===== config.mk =====
export PLATFORM = sky130hd
export DESIGN_NAME = cfl_div_pipe
export DESIGN_NICKNAME = d
export VERILOG_FILES = /design/src/hw/rtl/cfl_pkg.sv /design/src/hw/rtl/cfl_div_pipe.sv
export SDC_FILE = /design/constraint.sdc
export NUM_CORES = 2
export LEC_CHECK = 0
export ABC_CLOCK_PERIOD_IN_PS = 2480
export BUFFER_PORTS_ARGS = -buffer_cell sky130_fd_sc_hd__buf_2
export CORE_MARGIN = 2
export CORE_UTILIZATION = 40
export CTS_BUF_LIST = sky130_fd_sc_hd__clkbuf_8
export CTS_CLUSTER_SIZE = 30
export DETAILED_ROUTE_END_ITERATION = 10
export GPL_TIMING_DRIVEN = 0
export PLACE_DENSITY = 0.68
export SLEW_MARGIN = 10
export SYNTH_ARGS = -nofsm -noshare
export SYNTH_HDL_FRONTEND = slang
export SYNTH_SLANG_ARGS = --single-unit
export TNS_END_PERCENT = 10

===== constraint.sdc =====
create_clock -name clk -period 2.48 [get_ports clk]
set_input_delay 0.372 -clock clk [delete_from_list [all_inputs] [get_ports clk]]
set_output_delay 0.372 -clock clk [all_outputs]
set_load 0.01 [all_outputs]

===== src/hw/rtl/cfl_pkg.sv =====
package cfl_pkg;

  localparam int CFG_W            = 12;
  localparam int COORD_W          = 11;
  localparam int TEX_W            = 11;
  localparam int FACE_W           = 3;
  localparam int ADDR_W           = 3;
  localparam int DATA_W           = 32;
  localparam int DEF_MAX_FACE_DIM = 2048;
  localparam int DEF_FRAC_BITS    = 16;
  localparam int RESET_DIM        = 512;

  localparam logic REG_FACE_WIDTH  = 1'b0;
  localparam logic REG_FACE_HEIGHT = 1'b1;

  localparam logic [FACE_W-1:0] FACE_LEFT   = 3'd0;
  localparam logic [FACE_W-1:0] FACE_FRONT  = 3'd1;
  localparam logic [FACE_W-1:0] FACE_RIGHT  = 3'd2;
  localparam logic [FACE_W-1:0] FACE_BACK   = 3'd3;
  localparam logic [FACE_W-1:0] FACE_UP     = 3'd4;
  localparam logic [FACE_W-1:0] FACE_BOTTOM = 3'd5;

  typedef struct packed {
    logic neg_x;
    logic sat_x;
    logic neg_y;
    logic sat_y;
  } norm_side_t;

  typedef struct packed {
    logic              in_circle;
    logic [FACE_W-1:0] face;
    logic              s_neg;
    logic              t_neg;
  } face_side_t;

endpackage


===== src/hw/rtl/cfl_div_pipe.sv =====
module cfl_div_pipe
  import cfl_pkg::*;
#(
  parameter int DW = 12,
  parameter int QB = 17,
  parameter int SW = 4
) (
  input  logic          clk,
  input  logic          rst_n,
  input  logic          en,
  input  logic          in_valid,
  input  logic [DW:0]   in_num_a,
  input  logic [DW-1:0] in_den_a,
  input  logic [DW:0]   in_num_b,
  input  logic [DW-1:0] in_den_b,
  input  logic [SW-1:0] in_side,
  output logic          out_valid,
  output logic [QB-1:0] out_q_a,
  output logic [QB-1:0] out_q_b,
  output logic [SW-1:0] out_side
);

  // one quotient bit per stage; numerator must be below twice the divisor
  logic [DW:0]   rem_a_r  [QB];
  logic [DW:0]   rem_b_r  [QB];
  logic [DW-1:0] den_a_r  [QB];
  logic [DW-1:0] den_b_r  [QB];
  logic [QB-1:0] q_a_r    [QB];
  logic [QB-1:0] q_b_r    [QB];
  logic [SW-1:0] side_r   [QB];
  logic          valid_r  [QB];

  function automatic logic [DW+1:0] div_step(input logic [DW:0] r, input logic [DW-1:0] d);
    logic        ge;
    logic [DW:0] rn;
    ge = r >= {1'b0, d};
    rn = ge ? r - {1'b0, d} : r;
    return {ge, rn};
  endfunction

  for (genvar g = 0; g < QB; g++) begin : g_stage
    logic [DW:0]   ra_in, rb_in;
    logic [DW-1:0] da_in, db_in;
    logic [QB-1:0] qa_in, qb_in;
    logic [SW-1:0] s_in;
    logic          v_in;
    logic [DW+1:0] sa, sb;

    if (g == 0) begin : g_first
      assign ra_in = in_num_a;
      assign rb_in = in_num_b;
      assign da_in = in_den_a;
      assign db_in = in_den_b;
      assign qa_in = '0;
      assign qb_in = '0;
      assign s_in  = in_side;
      assign v_in  = in_valid;
    end else begin : g_next
      assign ra_in = {rem_a_r[g-1][DW-1:0], 1'b0};
      assign rb_in = {rem_b_r[g-1][DW-1:0], 1'b0};
      assign da_in = den_a_r[g-1];
      assign db_in = den_b_r[g-1];
      assign qa_in = q_a_r[g-1];
      assign qb_in = q_b_r[g-1];
      assign s_in  = side_r[g-1];
      assign v_in  = valid_r[g-1];
    end

    assign sa = div_step(ra_in, da_in);
    assign sb = div_step(rb_in, db_in);

    always_ff @(posedge clk) begin
      if (!rst_n) begin
        valid_r[g] <= 1'b0;
      end else if (en) begin
        valid_r[g] <= v_in;
      end
    end

    always_ff @(posedge clk) begin
      if (en) begin
        rem_a_r[g] <= sa[DW:0];
        rem_b_r[g] <= sb[DW:0];
        den_a_r[g] <= da_in;
        den_b_r[g] <= db_in;
        q_a_r[g]   <= {qa_in[QB-2:0], sa[DW+1]};
        q_b_r[g]   <= {qb_in[QB-2:0], sb[DW+1]};
        side_r[g]  <= s_in;
      end
    end
  end

  assign out_valid = valid_r[QB-1];
  assign out_q_a   = q_a_r[QB-1];
  assign out_q_b   = q_b_r[QB-1];
  assign out_side  = side_r[QB-1];

endmodule


After elaboration in Yosys (flattened, before gate mapping) --
Memories as Yosys holds them, arrays and structs flattened. Index checks and enable logic that the tools add are counted.
Cells by class: $add $sub $neg 34, order comparisons 34, muxes and demuxes 56, bitwise logic cells 17
Operator list (count):
- $ge A13 B12 Y1 | 34
- $mux W13 | 34
- $sub A13 B12 Y13 | 34
- $mux W1 | 22
- $or A1 B1 Y1 | 17
Word-level totals: memories kept 8, RAM bits 1513, register bits 0, input port bits 58
Memory list:
- q_a_r | depth 17, width 17, rd ports 17, clocked after memory_dff 0, write ports 17, RTL line cfl_div_pipe.sv:28 | logic [QB-1:0] q_a_r [QB];
- q_b_r | depth 17, width 17, rd ports 17, clocked after memory_dff 0, write ports 17, RTL line cfl_div_pipe.sv:29 | logic [QB-1:0] q_b_r [QB];
- rem_a_r | depth 17, width 13, rd ports 16, clocked after memory_dff 0, write ports 17, RTL line cfl_div_pipe.sv:24 | logic [DW:0] rem_a_r [QB];
- rem_b_r | depth 17, width 13, rd ports 16, clocked after memory_dff 0, write ports 17, RTL line cfl_div_pipe.sv:25 | logic [DW:0] rem_b_r [QB];
- den_a_r | depth 17, width 12, rd ports 16, clocked after memory_dff 0, write ports 17, RTL line cfl_div_pipe.sv:26 | logic [DW-1:0] den_a_r [QB];
- den_b_r | depth 17, width 12, rd ports 16, clocked after memory_dff 0, write ports 17, RTL line cfl_div_pipe.sv:27 | logic [DW-1:0] den_b_r [QB];
- +2 memories

Depth between registers and ports, before layout --
depth after elaboration 4, gate-level depth with buffers 11

Worst setup path before layout --
Ideal clock, no wire load.
kind register to register, start mem den_a_r[10][1] (netlist: den_a_r[0][121]), end mem rem_a_r[0][148] (netlist bit), data pin, path slack -0.142 ns, cell stages (with the launch flop) 11, library setup time 0.260 ns, data arrival time 2.362 ns, data required time 2.220 ns, cell sequence edfxtp_1 -> inv_1 -> ha_1 -> nor2b_1 -> o31a_1 -> or3_1 -> a21oi_2 -> o21ai_1 -> a41o_1 -> buf_6 -> mux2_4
RTL lines (RTL line):
- from (decl) | cfl_div_pipe.sv:26
- to (decl) | cfl_div_pipe.sv:24

==> impl_metrics.csv <==
group,metric,value,unit
yosys,synth.cell_area,0.0577,mm2
drt,first_pass_iters,7,
clock_tree,htree_num_levels,4,
floorplanning,die_h,384,um
sta,rsz0062_at_grt,"true",
yosys,syn_inst,4332,
worst_hold_path,hp-class,"in2reg",
sta,finClkSkew,0.0477,ns
drt,viasPerCell,4.96,
critical_path,critPathKind,"reg2reg",
job,drv_cap,0,
drt,detail-route-antenna-nets,0,
grt,grt.met3_usage,2.96,%
power,switching_share,32.4,%
drt,wl,99000,um
drt,via_count,34000,
yosys,synthMuxAreaShare,5.72,%
drt,drt_iter0_markers,1898,
sta,hold_viol,0,
yosys,synth-async-reset-ratio,0,%
yosys,synthAdderAreaFrac,9.92,%
grt,grt_pass1_wl,162000,um
yosys,yosys.area_share.simple,6.99,%
critical_path,max_stage_delay,0.41,ns
yosys,synth_compound_area_share,9.85,%
layout,layout.nets,5274,
layout,design_area,0.0676,mm2
layout,fin_util,47.2,%
floorplanning,core_area,0.143,mm2
sta,tightest_slew,0.862,ns
clock_tree,clk_latency,0.89,ns
yosys,syn_nets,4828,
floorplanning,die-area,0.147,mm2
critical_path,crit_fanout,5,
sta,worst_slack,-0.224,ns
critical_path,slowest_stage,"edfxtp_1",
power,p_int,52.2,mW
floorplanning,rows,139,
yosys,synth_top_cell_area_share,60.3,%
layout,syn2layout_area_growth,17.3,%
sta,fin_crit,2.70,ns
grt,grt.met1_usage,13.7,%
sta,fmax,370,MHz
yosys,ys.flop_type,"edfxtp_1",
yosys,yosys.area.top_type,"edfxtp_1",
critical_path,crit_arrival,3.33,ns
critical_path,crit_path_start_kind,"flip-flop",
power,p_per_area,1140,mW/mm2
yosys,synth.area.top_cells,"edfxtp_1, ha_1, mux2_2, inv_1, xnor2_1",
grt,grt_pass1_vias,34900,
layout,drive_gt1_share,19.7,%
floorplanning,die_x,384,um
sta,period_share,109,%
yosys,synth.avg_cell_area,13.3,um2
clock_tree,clkSinkCount,1159,
power,vdd_drop_max,0.649,mV
sta,slew_headroom,42.2,%
power,power_frac_clock,20.1,%
grt,grt_max_degree,168,
sta,setup_viol,146,
floorplanning,initial_core_util,40.3,%
yosys,synth_top_family_by_area,"adder cells",
floorplanning,ios,97,
grt,busiest_layer,"met2",
power,p_sw,25.0,mW
placement,portBuffers,96,
power,pwr-share-comb,41.3,%
placement,place_area,0.0608,mm2
placement,gp_congestion,0.898,
clock_tree,cts_tree,"done",
placement,dpl.hpwl,65400,um
power,p_leak,26.6,nW
drt,drc,0,
critical_path,path_cells,"inv_2, ha_4, nor2b_4, o31a_1, or3_1, a21oi_2, o21ai_2, a41o_4, clkbuf_16, mux2_4",
outcome,violations,"setup timing",
power,p_seq_share,38.6,%
critical_path,critPathRequiredTime,3.11,ns
grt,grt_antenna_before_repair,1,
grt,grtUsageTotal,13.3,%
yosys,synth_edf_count,1158,
clock_tree,numCtsBuffers,196,
sta,holdWs,0.0804,ns
grt,grt-ovfl-total,0,
yosys,synth_warnings,0,
yosys,ys_ff_latch,1159,
critical_path,end_kind,"flip-flop",
yosys,ys_seq_area_share,60.3,%
sta,slew_violations,0,
outcome,status,"finished, violations left",
clock_tree,clockBufferDepth,3,
clock_tree,path_clk_slew,0.06,ns
clock_tree,cts-root-buf,"clkbuf_8",
yosys,yosysUniqueCellTypes,65,
drt,routedWlPerCell,14.5,um
yosys,synth_xor_xnor_area_share,3.84,%
grt,grt_use_met2,25.2,%
## worst max-delay path, delay by kind of cell, from the launching register on
family | cells | cell delay, ns
buffers and inverters | 2 | 0.26
DFF | 1 | 0.41
muxes | 1 | 0.29
and+or+nand+nor | 2 | 0.46
AOI/OAI and AO/OA | 4 | 0.83
adders and majority gates | 1 | 0.20
## synthesized netlist by cell type, drive strengths merged, types with 30 or more instances
master     n
and2      38
fa        32
nand2b    63
mux2     254
xor2      90
edfxtp  1158
o31ai     30
o21ai    278
o31a      40
nor3      78
nand4     45
o21a      99
ha       406
nand2    116
inv      458
or3       33
nor2     229
nor2b    109
xnor2    163
buf       33
a21oi    264
a21o      76
## placed cells by master (no fill, tap or decap), drive strengths merged, types with 33 or more instances in the layout
cell         Yosys  final
mux2           254    254
xnor2          163    163
a21oi          264    264
o21a            99     99
buf             33    224
nand2b          63     63
or3             33     33
o31a            40     40
inv            458    528
dlygate4sd3      0     55
nor2           229    229
o21ai          278    278
xor2            90     90
edfxtp        1158   1158
clkinv           0     77
nand2          116    116
ha             406    406
clkbuf           6    209
nor3            78     78
nand4           45     45
nor2b          109    109
a21o            76     76
and2            38     38
## routing by layer
layer,wire [um],vias up
li1,-,17000
met1,38300,16100
met2,52500,622
met3,3770,292
met4,4460,0
met5,0,-
## what timing repair did
item	4_1_cts	5_1_grt
pin swaps	95	58
endpoints found under the hold margin	143	0
endpoints found under the setup margin	527	358
resized for setup	250	150
buffers inserted	59	24
hold buffers	56	0
cloned	3	3
## state kept, by name, summed over array words and instances, names as in the netlist
signal and flops:
q_b_r 153, side_r 68, den_b_r 192, valid_r 17, den_a_r 192, rem_a_r 192, q_a_r 153, rem_b_r 192
## power groups by stage
stage	sequential [mW]	clock [mW]	combinational (mW)
2_1_floorplan	29.3	0	22.4
3_3_place_gp	30.6	0	27.0
3_5_place_dp	30.0	0	27.8
4_1_cts	29.7	16.3	30.6
5_1_grt	30.3	17.1	35.2
6_report	29.8	15.5	31.9
## cells by family after synthesis
| logic type | after synthesis |
|---|---|
| AOI/OAI and AO/OA | 912 |
| adders and majority gates | 438 |
| and+or+nand+nor | 791 |
| xor gates and xnor gates | 253 |
| DFF | 1159 |
| muxes | 282 |
| buffers and inverters | 497 |
## area by class of cell
class	instances	area [um2]
clock buffer	202	2780
multi-input combinational	2676	22700
buffer	39	427
timing repair buffer	248	2070
inverter	458	1720
tap	1903	2380
clock inverter	156	806
antenna	1	2.50
sequential	1159	34800
fill	12500	75700
## path summary, 6_finish.rpt
check | startpoint | endpoint | slack [ns] | depth (start not counted)
max | den_b_r[0][145]$_DFFE_PP_ | rem_b_r[0][174]$_DFFE_PP_ | -0.22 | 10
min | in_num_a[12] | rem_a_r[0][2]$_DFFE_PP_ | 0.08 | 4
max reg2reg | den_b_r[0][145]$_DFFE_PP_ | rem_b_r[0][174]$_DFFE_PP_ | -0.22 | 10
min reg2reg | q_b_r[0][189]$_DFFE_PP_ | q_b_r[0][207]$_DFFE_PP_ | 0.39 | 0
## per-stage QoR
stage | setup slack (ns) | TNS (ns) | std cells | power [mW]
floorplan | -0.0971 | -5.86 | 4332 | 51.7
global placement | -17.19 | - | 6331 | 57.5
detailed placement | -1.41 | -587.45 | 6338 | 57.8
CTS | -0.262 | -23.03 | 6814 | 76.6
global route | -0.308 | -34.66 | 6842 | 82.6
finish | -0.224 | -15.61 | 6842 | 77.3
No activity file was read; power rests on OpenSTA's default activity.
