[config.mk]
export PLATFORM = sky130hd
export DESIGN_NAME = cfl_sqrt_pipe
export DESIGN_NICKNAME = d
export VERILOG_FILES = /design/src/hw/rtl/cfl_pkg.sv /design/src/hw/rtl/cfl_sqrt_pipe.sv
export SDC_FILE = /design/constraint.sdc
export NUM_CORES = 1
export LEC_CHECK = 0
export BUFFER_PORTS_ARGS = -buffer_cell sky130_fd_sc_hd__buf_4
export CORE_UTILIZATION = 45
export CTS_CLUSTER_DIAMETER = 150
export DETAILED_ROUTE_END_ITERATION = 6
export GPL_ROUTABILITY_DRIVEN = 0
export PLACE_DENSITY_LB_ADDON = 0.15
export SLEW_MARGIN = 5
export SYNTH_ARGS = -nofsm -noshare
export SYNTH_HDL_FRONTEND = slang
export SYNTH_SLANG_ARGS = --single-unit
[constraint.sdc]
create_clock -name clk -period 6.4 [get_ports clk]
set_input_delay 0.32 -clock clk [delete_from_list [all_inputs] [get_ports clk]]
set_output_delay 0.32 -clock clk [all_outputs]
set_load 0.05 [all_outputs]
[src/hw/rtl/cfl_pkg.sv]
package cfl_pkg;

  localparam int CFG_W            = 12;
  localparam int COORD_W          = 11;
  localparam int TEX_W            = 11;
  localparam int FACE_W           = 3;
  localparam int ADDR_W           = 3;
  localparam int DATA_W           = 32;
  localparam int DEF_MAX_FACE_DIM = 2048;
  localparam int DEF_FRAC_BITS    = 16;
  localparam int RESET_DIM        = 512;

  localparam logic REG_FACE_WIDTH  = 1'b0;
  localparam logic REG_FACE_HEIGHT = 1'b1;

  localparam logic [FACE_W-1:0] FACE_LEFT   = 3'd0;
  localparam logic [FACE_W-1:0] FACE_FRONT  = 3'd1;
  localparam logic [FACE_W-1:0] FACE_RIGHT  = 3'd2;
  localparam logic [FACE_W-1:0] FACE_BACK   = 3'd3;
  localparam logic [FACE_W-1:0] FACE_UP     = 3'd4;
  localparam logic [FACE_W-1:0] FACE_BOTTOM = 3'd5;

  typedef struct packed {
    logic neg_x;
    logic sat_x;
    logic neg_y;
    logic sat_y;
  } norm_side_t;

  typedef struct packed {
    logic              in_circle;
    logic [FACE_W-1:0] face;
    logic              s_neg;
    logic              t_neg;
  } face_side_t;

endpackage

[src/hw/rtl/cfl_sqrt_pipe.sv]
module cfl_sqrt_pipe
  import cfl_pkg::*;
#(
  parameter int F  = 16,
  parameter int SW = 8
) (
  input  logic            clk,
  input  logic            rst_n,
  input  logic            en,
  input  logic            in_valid,
  input  logic [2*F:0]    in_n,
  input  logic [SW-1:0]   in_side,
  output logic            out_valid,
  output logic [F:0]      out_root,
  output logic [SW-1:0]   out_side
);

  localparam int NW = 2 * F + 1;
  localparam int ST = F + 1;

  logic [NW-1:0] n_r     [ST];
  logic [NW-1:0] res_r   [ST];
  logic [SW-1:0] side_r  [ST];
  logic          valid_r [ST];

  for (genvar g = 0; g < ST; g++) begin : g_stage
    localparam logic [NW-1:0] BIT = NW'(1) << (2 * (F - g));
    logic [NW-1:0] n_in, res_in, n_out, res_out;
    logic [NW:0]   trial;
    logic [SW-1:0] s_in;
    logic          v_in;

    if (g == 0) begin : g_first
      assign n_in   = in_n;
      assign res_in = '0;
      assign s_in   = in_side;
      assign v_in   = in_valid;
    end else begin : g_next
      assign n_in   = n_r[g-1];
      assign res_in = res_r[g-1];
      assign s_in   = side_r[g-1];
      assign v_in   = valid_r[g-1];
    end

    assign trial = (NW+1)'(res_in) + (NW+1)'(BIT);

    always_comb begin
      if ((NW+1)'(n_in) >= trial) begin
        n_out   = n_in - trial[NW-1:0];
        res_out = (res_in >> 1) + BIT;
      end else begin
        n_out   = n_in;
        res_out = res_in >> 1;
      end
    end

    always_ff @(posedge clk) begin
      if (!rst_n) begin
        valid_r[g] <= 1'b0;
      end else if (en) begin
        valid_r[g] <= v_in;
      end
    end

    always_ff @(posedge clk) begin
      if (en) begin
        n_r[g]    <= n_out;
        res_r[g]  <= res_out;
        side_r[g] <= s_in;
      end
    end
  end

  assign out_valid = valid_r[ST-1];
  assign out_root  = res_r[ST-1][F:0];
  assign out_side  = side_r[ST-1];

endmodule

After elaboration in Yosys (flattened, before gate mapping)
Memory sizes are Yosys's and may differ from the RTL's.
Index checks and enable logic that the tools add are counted.
{"block": "word_totals", "memories": 4, "inputBits": 45, "register_bits": 0, "ramBits": 1275}
{"name": "n_r", "depth": 17, "word_bits": 33, "rd": 16, "rd_ports_with_merged_regs": 0, "wr": 17, "line_no": "cfl_sqrt_pipe.sv:21", "rtl": "logic [NW-1:0] n_r [ST];"}
{"name": "res_r", "depth": 17, "word_bits": 33, "rd": 17, "rd_ports_with_merged_regs": 0, "wr": 17, "line_no": "cfl_sqrt_pipe.sv:22", "rtl": "logic [NW-1:0] res_r [ST];"}
{"name": "side_r", "depth": 17, "word_bits": 8, "rd": 17, "rd_ports_with_merged_regs": 0, "wr": 17, "line_no": "cfl_sqrt_pipe.sv:23", "rtl": "logic [SW-1:0] side_r [ST];"}
{"name": "valid_r", "depth": 17, "word_bits": 1, "rd": 17, "rd_ports_with_merged_regs": 0, "wr": 17, "line_no": "cfl_sqrt_pipe.sv:24", "rtl": "logic valid_r [ST];"}
{"block": "classes", "n_addsub": 49, "n_lt_le_gt_ge": 17, "bitwise_logic": 17, "muxes": 56}
{"op": "two-way mux 33 bit", "n": 34}
{"op": ">= comparator 33 x 34 -> 1 bit", "n": 16}
{"op": "subtractor 33 bit", "n": 16}
{"op": "adder 33 x 1 -> 34 bit (second input constant)", "n": 1}
{"op": "adder 33 x 11 -> 34 bit (second input constant)", "n": 1}
{"op": "adder 33 x 13 -> 34 bit (second input constant)", "n": 1}
{"op": "adder 33 x 15 -> 34 bit (second input constant)", "n": 1}
{"op": "adder 33 x 17 -> 34 bit (second input constant)", "n": 1}
{"op": "adder 33 x 19 -> 34 bit (second input constant)", "n": 1}
{"op": "adder 33 x 21 -> 34 bit (second input constant)", "n": 1}
{"op": "adder 33 x 23 -> 34 bit (second input constant)", "n": 1}
{"op": "adder 33 x 25 -> 34 bit (second input constant)", "n": 1}
{"op": "adder 33 x 27 -> 34 bit (second input constant)", "n": 1}
{"op": "adder 33 x 29 -> 34 bit (second input constant)", "n": 1}
{"op": "adder 33 x 3 -> 34 bit (second input constant)", "n": 1}
{"op": "adder 33 x 31 -> 34 bit (second input constant)", "n": 1}
{"op": "adder 33 x 5 -> 34 bit (second input constant)", "n": 1}
{"op": "adder 33 x 7 -> 34 bit (second input constant)", "n": 1}
{"op": "adder 33 x 9 -> 34 bit (second input constant)", "n": 1}
{"op": "adder 32 x 1 -> 33 bit (second input constant)", "n": 1}
{"op": "adder 32 x 11 -> 33 bit (second input constant)", "n": 1}
{"op": "adder 32 x 13 -> 33 bit (second input constant)", "n": 1}
{"op": "adder 32 x 15 -> 33 bit (second input constant)", "n": 1}
{"op": "adder 32 x 17 -> 33 bit (second input constant)", "n": 1}
{"op": "15 further kinds", "n": 52}

Depth between registers and ports, before layout
Gate-level depths: netlist (run 1).
{"block": "logic_depth", "word_depth": 4, "mapped_depth": 12, "ltp_nobuf": 10}

Worst setup path after synthesis (run 1)
Ideal clock, no wire load.
{"block": "synth_timing", "path_type": "reg-to-reg", "startpoint": "memory n_r[0][311] in the netlist's numbering", "endpoint": "memory n_r[0][354] in the netlist's numbering (data pin)", "required_ns": 6.134, "path_stages_with_launch": 10, "path_slack_ns": 3.601, "n_path_buf": 1, "setup_time_ns": 0.266, "t_arrival_ns": 2.533, "path_cell_list": "edfxtp_1 ha_1 nor2b_1 o31ai_1 a21oi_1 a22o_1 nor4b_2 clkbuf_1 nor3_1 xor2_1"}
{"element": "start: declaration", "line_no": "cfl_sqrt_pipe.sv:21"}

==> impl_metrics.py, run 1 <==
metrics = {
    "clock_tree": {
        "clock-sinks": 834,
        "htree_levels": 3,
        "cts.reportedPaths.clkPinSlew_ps": 60,
        "cts_buffers": 88,
        "cts_tree": "built",
        "clock_latency_ps": 660,
        "clockBufferDepth": 3,
        "cts_root_buffer": "clkbuf_16",
        "post_cts_buffers": 0,
    },
    "synth": {
        "synth_top_family_by_area": "simple AND/OR/NAND/NOR gates",
        "async_flop_share_pct": 0,
        "synth_ff_type": "edfxtp_1",
        "synth_warnings": 0,
        "synthAdderAreaFrac_pct": 5.70,
        "ys_types": 86,
        "synth_compound_area_share_pct": 7.70,
        "muxShareOfSynthArea_pct": 1.05,
        "synth-xor-area-share_pct": 5.00,
        "ys_ff_latch": 834,
        "synthesis.area_mm2": 0.0368,
        "synthCells": 2629,
        "syn_nets": 2841,
        "syn_area_per_cell_um2": 14.0,
        "synth-simple-area-share_pct": 10.0,
        "ys_seq_area_share_pct": 68.0,
        "synth_edf_count": 833,
    },
    "critical_path": {
        "timing.rr.end": "n_r[0][527]$_DFFE_PP_",
        "arrival_ps": 4000,
        "crit_required_ps": 6780,
        "endpoint_kind": "flip-flop",
        "crit_fanout": 28,
        "crit_type": "reg -> reg",
        "start_kind": "flip-flop",
        "r2r_start": "n_r[0][471]$_DFFE_PP_",
        "r2r_cells": 9,
        "ff2ff_setup_slack_ps": 2780,
    },
    "sta": {
        "fin_crit_ps": 3620,
        "slew_headroom_pct": 16.9,
        "final-hold-violation-count": 0,
        "hold_slack_ps": 172,
        "layout_setup_ws_ps": 2780,
        "setup_tns_ps": 0,
        "tightest_slew_ps": 1230,
        "slew_violations": 0,
        "fmax_ghz": 0.276,
        "rsz0062_at_grt": "false",
        "skew_ps": 51.8,
        "setup_viol_count_final": 0,
        "period_share_pct": 56.6,
    },
    "route": {
        "num_vias": 21100,
        "met2WireLength_um": 38500,
        "drtPass1Iterations": 7,
        "via_per_inst": 5.35,
        "wl_per_cell_um": 17.5,
        "routed_wirelength_um": 69000,
        "ant_nets": 0,
        "met1_length_um": 25500,
        "first_iter_violations": 1334,
        "drc": 0,
        "topRoutingLayerUsed": "met4",
        "wl_met3_um": 2400,
    },
    "power": {
        "netSwitchingPower_w": 0.00384,
        "p_comb_share_pct": 15.8,
        "power_frac_clock_pct": 34.2,
        "switching_share_pct": 26.4,
        "vdd_drop_max_v": 0.000234,
        "p_seq_share_pct": 50.0,
        "power.leakage_nw": 15.6,
        "power_density_mw_per_mm2": 347,
        "p_int_w": 0.0107,
    },
    "global_routing": {
        "grt_util_all_layers_pct": 16.7,
        "grt_overflow": 0,
        "grt_pass1_vias": 21900,
        "antenna_found_initial": 0,
        "grt_max_degree": 178,
        "grt_pass1_wl_um": 110000,
    },
    "placement": {
        "dp_slack_ps": 2880,
        "portBuffers": 70,
        "placed_cell_area_mm2": 0.0387,
        "dp_hpwl_um": 48300,
    },
    "floorplanning": {
        "start_util_pct": 45.6,
        "core_mm2": 0.0807,
        "die_area_mm2": 0.0830,
        "die_w_um": 288,
        "io-pin-count": 71,
        "die_y_um": 288,
        "floorplan.rows": 104,
    },
    "outcome": {
        "status": "finished clean",
    },
    "final_layout": {
        "nets": 3017,
        "syn2layout_area_growth_pct": 14.0,
        "antenna_cells": 0,
        "fin_area_mm2": 0.0420,
        "final_layout_size_suffix_gt1_share_pct": 8.73,
    },
    "worst_hold_path": {
        "min_to": "side_r[0][4]$_DFFE_PP_",
        "hp-class": "in -> reg",
        "hp-start": "en",
        "hold_path_depth": 1,
    },
    "flow_run": {
        "max-cap-violations": 0,
    },
}
[power groups by stage]
stage	logic, W	clock network (W)	registers (W)
after CTS	0.00229	0.00515	0.00729
after global placement	0.00218	0	0.00738
final	0.00230	0.00499	0.00728
after global routing	0.00255	0.00535	0.00736
after detailed placement	0.00226	0	0.00740
after floorplan	0.00166	0	0.00725
[layout by cell type (no fill, tap or decap), drive strengths merged, types with 9 or more instances in the layout]
master	netlist	routed
a211o	9	9
a211oi	11	11
a21o	41	41
a21oi	103	103
a31oi	12	12
and3	28	28
buf	15	83
clkbuf	25	109
clkinv	0	37
dlygate4sd3	0	43
edfxtp	833	833
ha	166	166
inv	200	201
mux2	26	26
mux2i	9	9
nand2	160	160
nand2b	37	37
nand3	39	39
nand3b	13	13
nand4	32	32
nor2	113	113
nor2b	18	18
nor3	66	66
nor4	77	77
nor4b	18	18
o21a	42	42
o21ai	163	163
o31ai	9	9
or3	22	22
or4	22	22
xnor2	94	94
xor2	116	116
[kinds of logic (layout without fill, tap and decap cells)]
logic type | after synthesis | in the layout
buffers and inverters | 240 | 485
AND/OR/NAND/NOR | 687 | 687
AO/OA/AOI/OAI | 455 | 455
XOR/XNOR | 210 | 210
other | 1 | 1
multiplexers | 35 | 35
flip-flops | 834 | 834
adder cells (fa/ha/maj) | 167 | 167
[cell usage after synthesis (all sizes together), types with 8 or more instances]
cell,number,share of area (%)
nand4,32,0.54
nor3,66,0.92
a21oi,103,1.4
or3,22,0.38
o31ai,9,0.18
nor4,77,1.3
a211o,9,0.21
nand2b,37,0.63
nor4b,18,0.45
nand3,39,0.53
a21o,41,0.84
ha,166,5.6
nor2,113,1.2
buf,15,0.27
a31oi,12,0.20
mux2i,9,0.24
and3,28,0.48
edfxtp,833,68
nor3b,8,0.19
a211oi,11,0.24
xor2,116,2.8
nor2b,18,0.31
o211ai,8,0.16
or2,8,0.14
nand2,160,1.6
o21a,42,0.86
mux2,26,0.81
nand3b,13,0.27
xnor2,94,2.2
or4,22,0.47
inv,200,2.0
clkbuf,25,0.25
o21ai,163,2.2
[how the worst max path moves through the flow]
stage / startpoint / endpoint / slack (ps) / depth (start not counted)
floorplan: n_r[0][311]$_DFFE_PP_ / n_r[0][354]$_DFFE_PP_ / 3600 / 9
global placement: n_r[0][471]$_DFFE_PP_ / n_r[0][527]$_DFFE_PP_ / 2930 / 9
detailed placement: n_r[0][471]$_DFFE_PP_ / n_r[0][527]$_DFFE_PP_ / 2880 / 9
CTS: n_r[0][467]$_DFFE_PP_ / n_r[0][527]$_DFFE_PP_ / 2840 / 10
global route: n_r[0][467]$_DFFE_PP_ / n_r[0][527]$_DFFE_PP_ / 2580 / 10
finish: n_r[0][471]$_DFFE_PP_ / n_r[0][527]$_DFFE_PP_ / 2780 / 9
[layout make-up]
cell class                      count  area (um2)
Clock buffer                      109        2280
Clock inverter                     50         597
Fill cell                        6653       38700
Inverter                          200         751
Multi-Input combinational cell   1555       10900
Sequential cell                   834       25000
Tap cell                         1060        1330
Timing Repair Buffer              126        1120
[sequential cells by signal (all words and copies together), names as in the netlist]
register  flops
n_r         528
res_r       153
side_r      136
valid_r      17
[stage by stage]
step / std cells / total power [W] / utilization, %
floorplan: 2629 / 0.00891 / -
global placement: 3732 / 0.00956 / 47.9
detailed placement: 3732 / 0.00966 / 47.9
CTS: 3934 / 0.0147 / 52.0
global route: 3934 / 0.0153 / 52.0
finish: 3934 / 0.0146 / 52.0
[critical path, stage by stage (launching register included)]
cell and delay (ps):
edfxtp_1 400, ha_1 390, a2111o_1 440, o21ai_0 390, o21ai_0 380, a21oi_2 470, buf_4 380, inv_2 150
and3_1 200, xor2_1 130
[repair_timing]
item | CTS | global route
endpoints found under the hold margin | 43 | 0
resized for setup | 0 | 0
hold buffers | 43 | 0
[layer usage]
metal | track usage (%) | vias to the layer above
li1 | - | 10300
met1 | 16.8 | 10200
met2 | 33.0 | 428
met3 | 2.61 | 148
met4 | 8.04 | 0
met5 | 0 | -
(Power assumes the default switching activity.)
==> run 2: changes to the inputs <==
==> constraint.sdc (replaced) <==
create_clock -name clk -period 3.7 [get_ports clk]
set_input_delay 0.185 -clock clk [delete_from_list [all_inputs] [get_ports clk]]
set_output_delay 0.185 -clock clk [all_outputs]
set_load 0.05 [all_outputs]
==> run 2 against run 1 <==
Effect of this change: the flow now finishes with violations (design-rule violations); sequential power up 73%; setup slack worse by 2500 ps; utilization up 0.36 points; critical path depth down 1; sequential share of layout area down 0.41 points; first-iteration DRC count down 17%; die area unchanged; clock power up 75%; flip-flop and latch count unchanged; final area up 0.69%; global-route usage about the same.
==> impl_metrics.py, run 2 (synthesized netlist as in run 1, its figures left out) <==
metrics = {
    "outcome": {
        "status": "complete, but fails checks",
        "violations": "design-rule violations",
    },
    "global_routing": {
        "grt_max_degree": 110,
        "busiest_layer": "met2",
        "met1_usage_pct": 17.0,
        "antenna_found_initial": 0,
        "grt_overflow": 0,
        "grt_pass1_vias": 21800,
        "grt_pass1_wl_um": 110000,
        "met3_usage_pct": 2.70,
        "met2_usage_pct": 33.0,
        "grt_util_all_layers_pct": 16.7,
    },
    "route": {
        "num_vias": 21000,
        "drc": 7,
        "drtPass1Iterations": 7,
        "ant_nets": 0,
        "via_per_inst": 5.30,
        "wl_per_cell_um": 17.3,
        "first_iter_violations": 1113,
        "routed_wirelength_um": 68700,
    },
    "clock_tree": {
        "clock_latency_ps": 650,
        "post_cts_buffers": 0,
        "clockBufferDepth": 3,
        "clock-sinks": 834,
        "htree_levels": 3,
        "cts.reportedPaths.clkPinSlew_ps": 60,
        "cts_tree": "built",
        "cts_hold_buf": 44,
        "post_cts_resized": 0,
        "cts_root_buffer": "clkbuf_16",
        "cts_buffers": 89,
    },
    "placement": {
        "portBuffers": 70,
        "dp_hpwl_um": 49300,
        "dp_cells": 3757,
        "dp_slack_ps": 355,
        "placed_cell_area_mm2": 0.0389,
    },
    "sta": {
        "setup_tns_ps": 0,
        "layout_setup_ws_ps": 328,
        "period_share_pct": 91.1,
        "skew_ps": 34.7,
        "fmax_ghz": 0.297,
        "tightest_slew_ps": 799,
        "fin_crit_ps": 3370,
        "final-hold-violation-count": 0,
        "slew_headroom_pct": 46.6,
        "setup_viol_count_final": 0,
        "rsz0062_at_grt": "false",
        "slew_violations": 0,
    },
    "critical_path": {
        "crit_type": "reg -> reg",
        "crit_required_ps": 4110,
        "worst-path-stages": 8,
        "crit_fanout": 23,
        "endpoint_kind": "flip-flop",
        "cpPeakStageDelay_ps": 600,
        "cp_slowest_cell": "a21oi_2",
        "cp_cell_sequence": "ha_1 -> a2111o_1 -> o21ai_0 -> o21ai_0 -> a21oi_2 -> buf_4 -> a211oi_1 -> a21o_1",
        "arrival_ps": 3780,
        "start_kind": "flip-flop",
        "worst_path_most_repeated_cell": "o21ai_0",
        "r2r_cells": 8,
        "critPathBufInv": 1,
        "cp_top_family": "compound AO/OA/AOI/OAI gates",
    },
    "floorplanning": {
        "core_mm2": 0.0807,
        "io-pin-count": 71,
        "die_y_um": 288,
        "die_w_um": 288,
        "floorplan.rows": 104,
        "die_area_mm2": 0.0830,
        "start_util_pct": 45.6,
    },
    "final_layout": {
        "nets": 3044,
        "mostFrequentLayoutCell": "edfxtp_1",
        "largestRegisters": "n_r (528), res_r (153), side_r (136)",
        "top_register": "n_r",
        "final_cell_mix": "833 x edfxtp_1, 197 x inv_1, 166 x ha_1",
        "syn2layout_area_growth_pct": 14.8,
        "final_layout_size_suffix_gt1_share_pct": 9.92,
        "final_util_pct": 52.4,
        "final_cells": 3962,
        "fin_area_mm2": 0.0423,
        "largest_reg_flops": 528,
        "antenna_cells": 0,
    },
    "power": {
        "power_density_mw_per_mm2": 599,
        "power.leakage_nw": 15.8,
        "vdd_drop_max_v": 0.000451,
    },
    "worst_hold_path": {
        "hp-class": "in -> reg",
        "hold_path_depth": 1,
    },
    "flow_run": {
        "max-cap-violations": 0,
    },
}
## run 2: cell count changes in the layout (fill, tap and decap cells not counted), sizes merged
cell,change
buf,+25
clkinvlp,-4
clkinv,+3
dlygate4sd3,+1
inv,+3
## run 2: cell type report
type	instances	area (um2)
clock buffers	109	2330
clock inverters	52	587
fillers	6576	38400
inverters	200	751
multi-input cells	1555	10900
flip-flops and latches	834	25000
well taps	1060	1330
repair buffers	152	1370
## run 2: worst reg2reg max path, stage by stage (launching register included)
cell	delay, ps
edfxtp_1	400
ha_1	390
a2111o_1	440
o21ai_0	330
o21ai_0	340
a21oi_2	600
buf_4	360
a211oi_1	90
a21o_1	170
## run 2: layer usage
metal / vias up / wire, um / share of wire (%)
met5: - / 0 / 0
met4: 0 / 2920 / 4.3
met3: 166 / 2000 / 2.9
met2: 351 / 38100 / 56
met1: 10100 / 25600 / 37
li1: 10300 / - / -
## run 2: final timing paths
check	start	endpoint	slack, ps
worst max-delay path	n_r[0][471]$_DFFE_PP_	n_r[0][501]$_DFFE_PP_	330
worst min register to register	side_r[0][107]$_DFFE_PP_	side_r[0][115]$_DFFE_PP_	410
worst max register to register	n_r[0][471]$_DFFE_PP_	n_r[0][501]$_DFFE_PP_	330
worst min-delay path	en	side_r[0][30]$_DFFE_PP_	20
## run 2: power breakdown
group	total [W]	switching, W	internal (W)
clock	0.00875	0.00365	0.00509
sequential	0.0126	0.000738	0.0119
combinational	0.00399	0.00226	0.00173
total	0.0253	0.00665	0.0187
## run 2: through the flow
stage	hold slack [ps]	total power, W
after CTS	32.8	0.0256
after global routing	47.8	0.0265
final	24.3	0.0253
after global placement	363	0.0166
after detailed placement	364	0.0167
after floorplan	284	0.0154
==> run 3: changes to the inputs <==
--- a/config.mk
+++ b/config.mk
@@ -5,6 +5,7 @@
 export SDC_FILE = /design/constraint.sdc
 export NUM_CORES = 1
 export LEC_CHECK = 0
+export ABC_AREA = 1
 export BUFFER_PORTS_ARGS = -buffer_cell sky130_fd_sc_hd__buf_4
 export CORE_UTILIZATION = 45
 export CTS_CLUSTER_DIAMETER = 150
==> run 3 against run 2 <==
Effect of this change: the run now ends clean; flip-flop and latch count did not move; utilization fell by 0.77 points; fmax rose by 27%; non-clock buffer count fell by 23; critical path depth rose by 1; highest routed layer unchanged.
==> impl_metrics.py, run 3 <==
metrics = {
    "synth": {
        "synth_top_family_by_area": "simple AND/OR/NAND/NOR gates",
        "synth-simple-area-share_pct": 22.2,
        "synth_ff_type": "edfxtp_1",
        "synth_warnings": 0,
        "syn_area_per_cell_um2": 9.82,
        "ys_ff_latch": 834,
        "ys_types": 57,
        "ys_seq_area_share_pct": 59.9,
        "synth_commonest_cells": "1253 x nand2_1, 833 x edfxtp_1, 620 x inv_1",
        "synth_top_area_cell": "edfxtp_1",
        "yosysMostFrequentCell": "nand2_1",
        "async_flop_share_pct": 0,
        "synth_edf_count": 833,
        "netlist.area_leader.share_pct": 59.8,
        "muxShareOfSynthArea_pct": 0,
        "synthAdderAreaFrac_pct": 5.01,
        "synthCells": 4257,
        "synth_compound_area_share_pct": 4.13,
        "synth_area_leaders": "edfxtp_1 60%, nand2_1 11%, inv_1 5.6%",
        "synth-xor-area-share_pct": 2.43,
        "syn_nets": 4469,
        "synthesis.area_mm2": 0.0418,
    },
    "flow_run": {
        "max-cap-violations": 0,
    },
    "power": {
        "p_comb_share_pct": 20.3,
        "vdd_drop_max_v": 0.000416,
        "netSwitchingPower_w": 0.00827,
        "p_seq_share_pct": 45.8,
        "switching_share_pct": 30.0,
        "p_int_w": 0.0193,
        "power_frac_clock_pct": 33.8,
        "power_density_mw_per_mm2": 582,
        "power.leakage_nw": 20.4,
    },
    "clock_tree": {
        "cts_buffers": 92,
        "htree_levels": 3,
        "clock-sinks": 834,
        "cts_tree": "built",
        "clock_latency_ps": 660,
        "cts_root_buffer": "clkbuf_16",
        "cts.reportedPaths.clkPinSlew_ps": 60,
        "clockBufferDepth": 3,
    },
    "critical_path": {
        "cp_cell_sequence": "inv_1 -> ha_1 -> a21oi_1 -> o21ai_0 -> a21oi_2 -> nand2_1 -> nor2_2 -> buf_12 -> o21ai_1",
        "cpPeakStageDelay_ps": 520,
        "crit_required_ps": 4100,
        "arrival_ps": 3050,
        "crit_fanout": 19,
        "endpoint_kind": "flip-flop",
        "start_kind": "flip-flop",
        "critPathBufInv": 2,
        "cp_top_family": "compound AO/OA/AOI/OAI gates",
        "cp_slowest_cell": "nor2_2",
        "crit_type": "reg -> reg",
    },
    "sta": {
        "setup_viol_count_final": 0,
        "fmax_ghz": 0.378,
        "period_share_pct": 71.6,
        "slew_headroom_pct": 45.2,
        "tightest_slew_ps": 822,
        "skew_ps": 34.4,
        "fin_crit_ps": 2650,
        "layout_setup_ws_ps": 1050,
        "rsz0062_at_grt": "false",
        "slew_violations": 0,
        "final-hold-violation-count": 0,
        "setup_tns_ps": 0,
    },
    "route": {
        "met1_length_um": 42500,
        "met2WireLength_um": 44900,
        "via_per_inst": 4.94,
        "num_vias": 28500,
        "wl_met3_um": 3720,
        "wl_per_cell_um": 16.3,
        "first_iter_violations": 1941,
        "topRoutingLayerUsed": "met4",
        "ant_nets": 0,
        "routed_wirelength_um": 93700,
        "drc": 0,
        "drtPass1Iterations": 5,
    },
    "placement": {
        "dp_slack_ps": 1050,
        "dp_hpwl_um": 70000,
        "portBuffers": 70,
    },
    "final_layout": {
        "top_register": "n_r",
        "final_layout_size_suffix_gt1_share_pct": 7.96,
        "final_cell_mix": "1253 x nand2_1, 833 x edfxtp_1, 620 x inv_1",
        "syn2layout_area_growth_pct": 13.3,
        "largest_reg_flops": 528,
        "mostFrequentLayoutCell": "nand2_1",
        "regArea_mm2": 0.0250,
        "n_fill_cell": 8322,
        "largestRegisters": "n_r (528), res_r (153), side_r (136)",
        "nets": 4661,
        "multi_input_area_mm2": 0.0141,
        "antenna_cells": 0,
    },
    "floorplanning": {
        "floorplan.rows": 111,
        "die_y_um": 307,
        "die_w_um": 307,
        "die_area_mm2": 0.0942,
        "start_util_pct": 45.6,
        "io-pin-count": 71,
        "core_mm2": 0.0918,
    },
    "global_routing": {
        "grt_overflow": 0,
        "antenna_found_initial": 0,
        "grt_pass1_vias": 28100,
        "grt_pass1_wl_um": 149000,
        "grt_max_degree": 129,
        "grt_util_all_layers_pct": 20.1,
    },
    "worst_hold_path": {
        "hp-class": "in -> reg",
    },
    "outcome": {
        "status": "finished clean",
    },
}
[run 3: cell types whose count changed after synthesis, sizes merged, moves of 61 or more]
cell and delta:
a21oi +71, inv +434, nand2 +1124, nand3 +233
nor2 +312, nor4 -61, o21ai -69, xnor2 -66
[run 3: per-stage QoR]
step	std cells	util (%)	instance area, um2	power (W)	hold slack [ps]
floorplan	4257	-	41800	0.0166	284
global placement	5555	47.8	43800	0.0183	363
detailed placement	5555	47.8	43800	0.0184	364
CTS	5767	51.6	47400	0.0279	71.1
global route	5767	51.6	47400	0.0291	81.8
finish	5767	51.6	47400	0.0276	69.6
[run 3: cell type report]
type,count,area share (%)
sequential,834,52.9
multi-input combinational,2757,29.8
inverter,635,5.04
clock buffer,105,5.01
tap,1243,3.28
timing repair buffer,129,2.50
clock inverter,64,1.52
[run 3: cells by family (layout without fill, tap and decap cells)]
| kind of cell | after synthesis | count (layout) |
|---|---|---|
| DFF | 834 | 834 |
| xor gates and xnor gates | 116 | 116 |
| other | 1 | 1 |
| AOI/OAI and AO/OA | 295 | 295 |
| adders and majority gates | 167 | 167 |
| buffers and inverters | 666 | 933 |
| and+or+nand+nor | 2178 | 2178 |
[run 3: power by group through the flow]
| stage | clock (W) | sequential [W] | combinational (W) |
|---|---|---|---|
| global route | 0.00992 | 0.0128 | 0.00641 |
| global placement | 0 | 0.0128 | 0.00550 |
| CTS | 0.00960 | 0.0127 | 0.00560 |
| floorplan | 0 | 0.0125 | 0.00411 |
| finish | 0.00933 | 0.0126 | 0.00561 |
| detailed placement | 0 | 0.0128 | 0.00553 |
[run 3: path summary, 6_finish.rpt]
path	depth (start not counted)	end	slack, ps	start
worst max register to register	9	n_r[0][375]$_DFFE_PP_	1050	res_r[0][351]$_DFFE_PP_
worst min-delay path	3	valid_r[16]$_DFF_P_	70	en
worst max-delay path	9	n_r[0][375]$_DFFE_PP_	1050	res_r[0][351]$_DFFE_PP_
worst min register to register	0	side_r[0][41]$_DFFE_PP_	390	side_r[0][33]$_DFFE_PP_
[run 3: repair_timing]
action	CTS	global route
endpoints found under the hold margin	43	0
buffers inserted	0	0
hold buffers	43	0
gates resized for setup	0	0
[run 3: routing by layer]
layer / up-vias / global-route usage, %
li1: 14500 / -
met1: 13200 / 26.6
met2: 595 / 34.4
met3: 149 / 2.57
met4: 0 / 6.36
met5: - / 0
[run 3: worst register-to-register path, stage by stage (launching register included)]
cell and delay [ps]:
edfxtp_1 450, inv_1 70, ha_1 350, a21oi_1 220
o21ai_0 170, a21oi_2 200, nand2_1 100, nor2_2 520
buf_12 240, o21ai_1 80
